<file path="config.mk">
export PLATFORM = sky130hd
export DESIGN_NAME = int_choose_modulo_bitwise_alu_core
export DESIGN_NICKNAME = d
export VERILOG_FILES = /design/src/hw/rtl/icmb_pkg.sv /design/src/hw/rtl/icmb_ctrl.sv /design/src/hw/rtl/icmb_dp.sv /design/src/hw/rtl/int_choose_modulo_bitwise_alu_core.sv
export SDC_FILE = /design/constraint.sdc
export NUM_CORES = 2
export LEC_CHECK = 0
export ABC_AREA = 1
export BUFFER_PORTS_ARGS = -buffer_cell sky130_fd_sc_hd__buf_2
export CORE_MARGIN = 2
export CORE_UTILIZATION = 50
export DETAILED_ROUTE_END_ITERATION = 12
export GPL_TIMING_DRIVEN = 0
export PLACE_DENSITY = 0.68
export SLEW_MARGIN = 20
export SYNTH_ARGS = -nofsm -noshare
export SYNTH_HDL_FRONTEND = slang
export SYNTH_HIERARCHICAL = 1
export SYNTH_SLANG_ARGS = --single-unit
</file>
<file path="constraint.sdc">
create_clock -name clk_i -period 7.8 [get_ports clk_i]
set_input_delay 1.56 -clock clk_i [delete_from_list [all_inputs] [get_ports clk_i]]
set_output_delay 1.56 -clock clk_i [all_outputs]
set_load 0.05 [all_outputs]
</file>
<file path="src/hw/rtl/icmb_pkg.sv">
package icmb_pkg;

  localparam int unsigned DataWidth = 32;
  localparam int unsigned CntWidth  = $clog2(DataWidth + 1);

  typedef logic [DataWidth-1:0] data_t;

  typedef enum logic [2:0] {
    OpChoose = 3'd0,
    OpRem    = 3'd1,
    OpAnd    = 3'd2,
    OpOr     = 3'd3,
    OpXor    = 3'd4
  } op_e;

  typedef enum logic [2:0] {
    ErrNone     = 3'd0,
    ErrBadArgs  = 3'd1,
    ErrDivZero  = 3'd2,
    ErrOverflow = 3'd3,
    ErrUnknown  = 3'd4
  } err_e;

  // controller -> datapath
  typedef struct packed {
    logic load;     // capture operands, set up first step
    logic div_init; // start a serial divide of num_q by den_q
    logic div_step; // one restoring-divide bit
    logic mul_step; // multiply c by (n - i), widened product
    logic quo_take; // c <= quotient, advance i
    logic finish;   // latch result into output register
  } cmd_t;

  // datapath -> controller
  typedef struct packed {
    logic [2:0] op;
    logic       quick;    // result known without iteration
    logic       div_done;
    logic       loop_done;
  } sts_t;

endpackage

</file>
<file path="src/hw/rtl/icmb_ctrl.sv">
module icmb_ctrl (
  input  logic            clk_i,
  input  logic            rst_ni,
  input  logic            in_valid_i,
  output logic            in_ready_o,
  output logic            out_valid_o,
  input  logic            out_ready_i,
  input  icmb_pkg::sts_t  sts_i,
  output icmb_pkg::cmd_t  cmd_o
);

  typedef enum logic [6:0] {
    StIdle  = 7'b0000001,
    StDecode= 7'b0000010,
    StMul   = 7'b0000100,
    StChk   = 7'b0001000,
    StDiv   = 7'b0010000,
    StRem   = 7'b0100000,
    StOut   = 7'b1000000
  } state_e;

  state_e state_q, state_d;

  always_comb begin
    state_d = state_q;
    cmd_o   = '0;
    unique case (state_q)
      StIdle: begin
        if (in_valid_i) begin
          cmd_o.load = 1'b1;
          state_d = StDecode;
        end
      end
      StDecode: begin
        if (sts_i.quick) begin
          cmd_o.finish = 1'b1;
          state_d = StOut;
        end else if (sts_i.op == icmb_pkg::OpRem) begin
          cmd_o.div_init = 1'b1;
          state_d = StRem;
        end else begin
          cmd_o.mul_step = 1'b1;
          state_d = StChk;
        end
      end
      StMul: begin
        if (sts_i.loop_done) begin
          cmd_o.finish = 1'b1;
          state_d = StOut;
        end else begin
          cmd_o.mul_step = 1'b1;
          state_d = StChk;
        end
      end
      // product register settles here before it seeds the divider
      StChk: begin
        cmd_o.div_init = 1'b1;
        state_d = StDiv;
      end
      StDiv: begin
        if (sts_i.div_done) begin
          cmd_o.quo_take = 1'b1;
          state_d = StMul;
        end else begin
          cmd_o.div_step = 1'b1;
        end
      end
      StRem: begin
        if (sts_i.div_done) begin
          cmd_o.finish = 1'b1;
          state_d = StOut;
        end else begin
          cmd_o.div_step = 1'b1;
        end
      end
      StOut: begin
        if (out_ready_i) state_d = StIdle;
      end
      default: state_d = StIdle;
    endcase
  end

  always_ff @(posedge clk_i or negedge rst_ni) begin
    if (!rst_ni) state_q <= StIdle;
    else         state_q <= state_d;
  end

  assign in_ready_o  = (state_q == StIdle);
  assign out_valid_o = (state_q == StOut);

`ifndef SYNTHESIS
  a_onehot: assert property (@(posedge clk_i) disable iff (!rst_ni) $onehot(state_q))
    else $error("state not one-hot");
  a_load_idle: assert property (@(posedge clk_i) disable iff (!rst_ni)
    cmd_o.load |-> in_ready_o) else $error("load outside idle");
  a_out_hold: assert property (@(posedge clk_i) disable iff (!rst_ni)
    out_valid_o && !out_ready_i |=> out_valid_o) else $error("result dropped");
  a_fin_out: assert property (@(posedge clk_i) disable iff (!rst_ni)
    cmd_o.finish |=> out_valid_o) else $error("finish without result");
`endif

endmodule

</file>
<file path="src/hw/rtl/icmb_dp.sv">
module icmb_dp (
  input  logic                                      clk_i,
  input  logic [2:0]                                operation_i,
  input  logic signed [icmb_pkg::DataWidth-1:0]     operand_a_i,
  input  logic signed [icmb_pkg::DataWidth-1:0]     operand_b_i,
  input  icmb_pkg::cmd_t                            cmd_i,
  output icmb_pkg::sts_t                            sts_o,
  output logic signed [icmb_pkg::DataWidth-1:0]     value_o,
  output logic [2:0]                                error_code_o
);

  localparam int unsigned W = icmb_pkg::DataWidth;
  localparam int unsigned CW = icmb_pkg::CntWidth;
  localparam logic [W-1:0] MaxV = {1'b0, {(W-1){1'b1}}};

  logic [2:0]   op_q;
  logic [W-1:0] a_q, b_q, i_q, c_q;
  logic [2*W-1:0] prod_q;
  logic [W-1:0] quo_q, rem_q, den_q;
  logic         quo_hi_q;
  logic [2*W-1:0] num_q;
  logic [CW:0]  bit_q;
  logic         ovf_q;
  logic [W-1:0] val_q;
  logic [2:0]   err_q;

  // choose uses C(a,i+1) = C(a,i)*(a-i)/(i+1), exact at each step
  logic a_neg, b_neg;
  logic [W-1:0] a_mag, b_mag, nmk, k_min;
  assign a_neg = a_q[W-1];
  assign b_neg = b_q[W-1];
  assign a_mag = a_neg ? (~a_q + 1'b1) : a_q;
  assign b_mag = b_neg ? (~b_q + 1'b1) : b_q;
  assign nmk   = a_q - b_q;
  assign k_min = (nmk < b_q) ? nmk : b_q;

  logic         quick;
  logic [W-1:0] quick_val;
  logic [2:0]   quick_err;
  always_comb begin
    quick = 1'b1;
    quick_val = '0;
    quick_err = icmb_pkg::ErrNone;
    unique case (op_q)
      icmb_pkg::OpChoose: begin
        if (a_neg || b_neg || (b_q > a_q)) begin
          quick_val = '1;
          quick_err = icmb_pkg::ErrBadArgs;
        end else if (a_q == '0 || b_q == '0 || a_q == b_q) begin
          // k equal to 0 or to n leaves no passes to run
          quick_val = {{(W-1){1'b0}}, 1'b1};
        end else begin
          quick = 1'b0;
        end
      end
      icmb_pkg::OpRem: begin
        if (b_q == '0) quick_err = icmb_pkg::ErrDivZero;
        else quick = 1'b0;
      end
      icmb_pkg::OpAnd: quick_val = a_q & b_q;
      icmb_pkg::OpOr:  quick_val = a_q | b_q;
      icmb_pkg::OpXor: quick_val = a_q ^ b_q;
      default:         quick_err = icmb_pkg::ErrUnknown;
    endcase
  end

  // restoring divider, one quotient bit a cycle over 2W-bit numerator
  logic [W:0] trial;
  assign trial = {rem_q, num_q[2*W-1]} - {1'b0, den_q};

  always_ff @(posedge clk_i) begin
    if (cmd_i.load) begin
      op_q  <= operation_i;
      a_q   <= operand_a_i;
      b_q   <= operand_b_i;
      c_q   <= {{(W-1){1'b0}}, 1'b1};
      i_q   <= '0;
      ovf_q <= 1'b0;
    end
    if (cmd_i.mul_step) begin
      prod_q <= (2*W)'(c_q) * (2*W)'(a_q - i_q);
    end
    if (cmd_i.div_init) begin
      rem_q    <= '0;
      quo_q    <= '0;
      quo_hi_q <= 1'b0;
      bit_q    <= '0;
      if (op_q == icmb_pkg::OpRem) begin
        num_q <= {a_mag, {W{1'b0}}};
        den_q <= b_mag;
      end else begin
        num_q <= prod_q;
        den_q <= i_q + 1'b1;
      end
    end
    if (cmd_i.div_step) begin
      num_q <= {num_q[2*W-2:0], 1'b0};
      bit_q <= bit_q + 1'b1;
      // a set bit leaving the top means the quotient is past W bits
      if (quo_q[W-1]) quo_hi_q <= 1'b1;
      if (!trial[W]) begin
        rem_q <= trial[W-1:0];
        quo_q <= {quo_q[W-2:0], 1'b1};
      end else begin
        rem_q <= {rem_q[W-2:0], num_q[2*W-1]};
        quo_q <= {quo_q[W-2:0], 1'b0};
      end
    end
    if (cmd_i.quo_take) begin
      c_q <= quo_q;
      i_q <= i_q + 1'b1;
      if (quo_hi_q || quo_q > MaxV) ovf_q <= 1'b1;
    end
    if (cmd_i.finish) begin
      if (quick) begin
        val_q <= quick_val;
        err_q <= quick_err;
      end else if (op_q == icmb_pkg::OpRem) begin
        val_q <= a_neg ? (~rem_q + 1'b1) : rem_q;
        err_q <= icmb_pkg::ErrNone;
      end else if (ovf_q) begin
        val_q <= MaxV;
        err_q <= icmb_pkg::ErrOverflow;
      end else begin
        val_q <= c_q;
        err_q <= icmb_pkg::ErrNone;
      end
    end
  end

  // remainder starts with numerator high half = a_mag; W steps suffice there,
  // choose numerator is 2W bits
  logic [CW:0] steps;
  assign steps = (op_q == icmb_pkg::OpRem) ? (CW+1)'(W) : (CW+1)'(2*W);

  assign sts_o.op        = op_q;
  assign sts_o.quick     = quick;
  assign sts_o.div_done  = (bit_q == steps);
  assign sts_o.loop_done = ovf_q || (i_q == k_min);

  assign value_o      = val_q;
  assign error_code_o = err_q;

endmodule

</file>
<file path="src/hw/rtl/int_choose_modulo_bitwise_alu_core.sv">
// channel | signals                                              | dir
// in      | in_valid_i/in_ready_o, operation_i, operand_a_i/b_i  | sink
// out     | out_valid_o/out_ready_i, value_o, error_code_o       | source
// One item at a time. Bitwise ops, errors and trivial choose: load, decode, then result.
// Remainder: 32 divide steps plus one to finish, on the shared divider.
// Choose: min(k, n-k) passes, ended early by saturation,
// each pass a multiply and a 64-step exact divide.
// Reset clears the controller only; a held result stalls the input.
module int_choose_modulo_bitwise_alu_core (
  input  logic                                  clk_i,
  input  logic                                  rst_ni,
  input  logic                                  in_valid_i,
  output logic                                  in_ready_o,
  input  logic [2:0]                            operation_i,
  input  logic signed [icmb_pkg::DataWidth-1:0] operand_a_i,
  input  logic signed [icmb_pkg::DataWidth-1:0] operand_b_i,
  output logic                                  out_valid_o,
  input  logic                                  out_ready_i,
  output logic signed [icmb_pkg::DataWidth-1:0] value_o,
  output logic [2:0]                            error_code_o
);

  icmb_pkg::cmd_t cmd;
  icmb_pkg::sts_t sts;

  icmb_ctrl u_ctrl (
    .clk_i, .rst_ni, .in_valid_i, .in_ready_o, .out_valid_o, .out_ready_i,
    .sts_i(sts), .cmd_o(cmd)
  );

  icmb_dp u_dp (
    .clk_i, .operation_i, .operand_a_i, .operand_b_i,
    .cmd_i(cmd), .sts_o(sts), .value_o, .error_code_o
  );

endmodule
</file>
==> results.md <==
- The final number of max-transition violations is 0.
- Synthesis instantiated 68 different standard cells from the library.
- The final-report hold violation count is 0.
- Measured against the total synthesized area, the mux share comes to 0.0634%.
- The wire-length estimate of the detail-placed layout is 230 mm.
- The number of antenna violations at the first check in global routing is 21.
- Hold is met by 480 ps.
- The maximum fanout count along the critical path is 10.
- The number of clock buffers added by TritonCTS is 49.
- The worst stage delay on the critical path is 710 ps.
- The highest layer touched by signal routing is met5.
- The largest buffer count on any clock path is 3.
- Synthesis produced a netlist whose cell count is 7775.
- The type of origin of the critical path is a flip-flop.
- The worst path in the final design needs a cycle of 9300 ps, including I/O delays and setup.
- Yosys mapped a number of flops with a built-in enable equal to 396.
- The clock root buffer master is clkbuf_16.
- Entering global routing, the biggest net connects 40 pins.
- The adder-cell share of the synthesized area is 39.2%.
- After the first detailed-routing iteration, the DRC count stood at 7012.
- The global placement routability congestion is 1.13.
- The count of yosys warnings during synthesis is 6.
- Hold repair after CTS inserted 0 buffers.
- Global routing finished with a remaining overflow of 0.
- The run finished, with violations left.
- The path class of the tightest hold or removal check is reg -> reg.
- The via total after detailed routing is 58900.
- The die span in y is 359 um.
- The proportion of register bits with asynchronous set or reset after synthesis is 1.72%.
- Across the run, the number of max-cap violations was 0.
- The post-route cell area is 73500 um2.
- The clock-pin slew on the worst setup and hold paths is 60 ps.
- Once placement finished, the instance area stood at 66500 um2.
- The maximum clock skew at final layout is 50.4 ps.
- Clock latency on the worst-skew pair, taken at its later pin, is 690 ps.
- In the final routed layout, each cell accounts on average for 28.8 um.
- The number of levels in the clock H-tree is 2.
- Dividing the synthesized area by the synthesized cell count gives 8.12 um2.
- The count of antenna-violating nets left after detailed routing is 0.
- The post-synthesis compound-gate area fraction is 7.05%.
- For the final routed database, the setup TNS stands at -54320 ps.
- The first global-routing pass estimated 401 mm of wire.
- The most prevalent standard cell on the critical path is fa_1.
- The length of routed wiring on met1 is 98.5 mm.
- The sum of met2 wire segment lengths after detailed routing is 121 mm.
- The final setup violation count is 49.
- The total nets after synthesis is 9264.
- The category of the most critical setup path is reg -> reg.
- The checks that failed: setup timing.
- The post-synth design cell area is 63100 um2.
- The most used flip-flop cell after synthesis is edfxtp_1.
- The element type at the critical path end is a flip-flop.
- The met3 wire length is 33.5 mm.
- The worst hold path passes through 2 cells.
- Summing the sequential cell areas from Yosys gives 19.2% of the chip area.
- The number of nets at the end of the flow is 9667.
- The part of the cycle the worst path needs is 119%.
- The detailed-route wire length is 284 mm.
- The number of sinks handled by clock tree synthesis is 406.
- The cell depth of the worst flop-to-flop path is 31.
- The DRC violation count after routing is 0.
- The area of the core region is 125000 um2.
- Compared with the post-synthesis result, the final layout area differs by 16.5%.
- The worst slew margin relative to its limit is 12.2%.
- Static timing analysis puts the maximum clock frequency at 108 MHz.
- The final critical-path setup slack is -1500 ps.
- The area share of and/or/nand/nor cells after synthesis is 20.1%.
- The die covers 129000 um2.
- The dominant combinational cell family by area after synthesis is adder cells.
- At the worst endpoint, the arrival time is 9670 ps.
- Fill cells in the final layout number 11400.
- Setup repair after global routing could not meet its margin everywhere.
- The via count of the first global-routing pass is 58000.
- For this run, the total global-route usage over all layers was measured as 43.6%.
- The worst endpoint required time is 8170 ps.
- The transition time of the tightest slew-check pin is 1310 ps.
- The ratio of cells with drive above 1 in the final layout is 15.0%.
- Row generation in the floorplan step produced 130 rows.
- The horizontal extent of the die is 359 um.
- The I/O pin count is 108.
- The effective utilization at floorplan is 50.3%.
- In this run, synthesis produced a sequential element count of 406.
- Summing the areas of all xor and xnor instances in the mapped netlist gives 2.11% of the synthesized area.
- The first detailed-routing pass ran for 11 iterations.
- The cell at the slowest stage of the critical path is edfxtp_1.
- In this run the tool buffered the top-level ports with 107 buffer cells.
- In the routed layout, each cell is associated on average with a via count of 5.95.
- TritonCTS built the clock tree.
cells in the mapped netlist, types with 5 or more instances:
| library cell | number | area share [%] |
|---|---|---|
| inv_1 | 1686 | 10 |
| nand2_1 | 1381 | 8.2 |
| fa_1 | 931 | 30 |
| nor2_1 | 912 | 5.4 |
| ha_1 | 487 | 9.7 |
| nand3_1 | 468 | 3.7 |
| edfxtp_1 | 396 | 19 |
| a21oi_1 | 262 | 2.1 |
| clkbuf_1 | 213 | 1.3 |
| o21ai_0 | 210 | 1.7 |
| xor2_1 | 111 | 1.5 |
| nor3_1 | 93 | 0.74 |
| buf_2 | 57 | 0.45 |
| o211ai_1 | 43 | 0.51 |
| xnor2_1 | 41 | 0.57 |
| o22ai_1 | 38 | 0.38 |
| nand4_1 | 37 | 0.37 |
| a31oi_1 | 33 | 0.33 |
| a32o_1 | 31 | 0.49 |
| or2_2 | 26 | 0.26 |
| nor4_1 | 22 | 0.22 |
| a21o_1 | 20 | 0.24 |
| buf_1 | 17 | 0.10 |
| nand2_2 | 16 | 0.16 |
| nor2_2 | 16 | 0.16 |
| o21ai_1 | 16 | 0.13 |
| clkinv_1 | 15 | 0.089 |
| o21bai_1 | 14 | 0.17 |
| o221ai_1 | 13 | 0.18 |
| o21a_1 | 12 | 0.14 |
| and3_1 | 11 | 0.11 |
| a21oi_2 | 10 | 0.14 |
| buf_4 | 10 | 0.12 |
| nand3_2 | 10 | 0.16 |
| nand3b_1 | 9 | 0.11 |
| o31ai_1 | 9 | 0.11 |
| or2_1 | 9 | 0.089 |
| inv_2 | 8 | 0.048 |
| nor3_2 | 8 | 0.13 |
| buf_6 | 7 | 0.12 |
| o21ai_2 | 7 | 0.097 |
| dfrtp_1 | 6 | 0.24 |
| a21boi_0 | 5 | 0.059 |
| nor2_4 | 5 | 0.089 |
logic make-up after synthesis:
kind of cell	after synthesis
adders and majority gates	1418
DFF	406
muxes	4
buffers and inverters	2014
xor gates and xnor gates	152
and+or+nand+nor	3036
AOI/OAI and AO/OA	745
worst max-delay path, delay by kind of cell, from the launching register on:
| family | cells | cell delay [ps] |
|---|---|---|
| flops | 1 | 710 |
| buf+inv | 6 | 600 |
| xor+xnor | 1 | 240 |
| simple gates | 4 | 570 |
| compound gates | 10 | 1810 |
| fa+ha+maj | 10 | 5070 |
registers in the layout (all words and copies together), names as in the netlist:
register and count:
u_dp/quo_hi_q 1, u_dp/den_q 32, u_dp/i_q 32, u_dp/b_q 32
u_dp/rem_q 32, u_dp/value_o 32, u_dp/op_q 3, u_dp/ovf_q 1
u_dp/a_q 32, u_dp/num_q 64, u_dp/error_code_o 3, u_dp/c_q 32
u_dp/quo_q 32, u_dp/prod_q 64, u_ctrl/state_q 7, u_dp/bit_q 7
placed cells by master, fill, tap and decap left out, drive strengths merged, types with 4 or more instances in the layout:
| master | Yosys | final |
|---|---|---|
| a211oi | 4 | 4 |
| a21boi | 7 | 7 |
| a21o | 20 | 20 |
| a21oi | 273 | 273 |
| a31oi | 33 | 33 |
| a32o | 31 | 31 |
| and2 | 4 | 4 |
| and3 | 11 | 11 |
| buf | 92 | 450 |
| bufinv | 0 | 10 |
| clkbuf | 213 | 261 |
| clkinv | 15 | 29 |
| clkinvlp | 0 | 8 |
| dfrtp | 6 | 6 |
| diode | 0 | 24 |
| edfxtp | 396 | 396 |
| fa | 931 | 931 |
| ha | 487 | 487 |
| inv | 1694 | 1699 |
| mux2i | 4 | 4 |
| nand2 | 1400 | 1400 |
| nand3 | 478 | 478 |
| nand3b | 9 | 9 |
| nand4 | 38 | 38 |
| nor2 | 933 | 933 |
| nor3 | 102 | 102 |
| nor4 | 25 | 25 |
| o211ai | 45 | 45 |
| o21a | 12 | 12 |
| o21ai | 233 | 233 |
| o21bai | 14 | 14 |
| o221ai | 13 | 13 |
| o22ai | 38 | 38 |
| o31ai | 9 | 9 |
| or2 | 35 | 35 |
| xnor2 | 41 | 41 |
| xor2 | 111 | 111 |
per-layer routing:
layer	GRT usage [%]	up-vias
met5	0	-
met4	38.1	12
met3	13.2	1095
met2	64.8	4070
met1	51.3	28800
li1	-	24900
metrics by stage:
step | setup slack (ps) | utilization [%] | instances
2_1_floorplan | -379 | - | 7775
3_3_place_gp | -4610 | 52.7 | 9532
3_5_place_dp | -2830 | 53.0 | 9547
4_1_cts | -1380 | 57.1 | 9775
5_1_grt | -1720 | 58.6 | 9870
6_report | -1500 | 58.6 | 9893
path summary, 6_finish.rpt:
check,start,to,slack (ps)
max,u_dp/a_q[26]$_DFFE_PP_,u_dp/prod_q[59]$_DFFE_PP_,-1500
min,u_dp/quo_hi_q$_DFF_P_,u_dp/quo_hi_q$_DFF_P_,480
max reg2reg,u_dp/a_q[26]$_DFFE_PP_,u_dp/prod_q[59]$_DFFE_PP_,-1500
min reg2reg,u_dp/quo_hi_q$_DFF_P_,u_dp/quo_hi_q$_DFF_P_,480
max in group asynchronous,rst_ni,u_ctrl/state_q[0]$_DFFE_PN1P_,6830
min in group asynchronous,rst_ni,u_ctrl/state_q[2]$_DFFE_PN0P_,730
area by class of cell:
type / count / area, um2 / share of cell area, %
well taps: 1650 / 2060 / 2.81
multi-input cells: 5355 / 46200 / 62.8
clock buffers: 55 / 1250 / 1.70
plain buffers: 301 / 1910 / 2.60
inverters: 1709 / 6480 / 8.82
diodes: 24 / 60.1 / 0.0817
repair buffers: 356 / 2950 / 4.01
flip-flops and latches: 406 / 12100 / 16.5
clock inverters: 37 / 519 / 0.706
what timing repair did:
action	in CTS	in global routing
cloned	3	0
resized for setup	602	303
endpoints found under the setup margin	54	159
buffers inserted	135	95
pin swaps	142	170
Power is not shown: default switching activity piles up to over one toggle a cycle in this logic, so the estimate is an artifact.
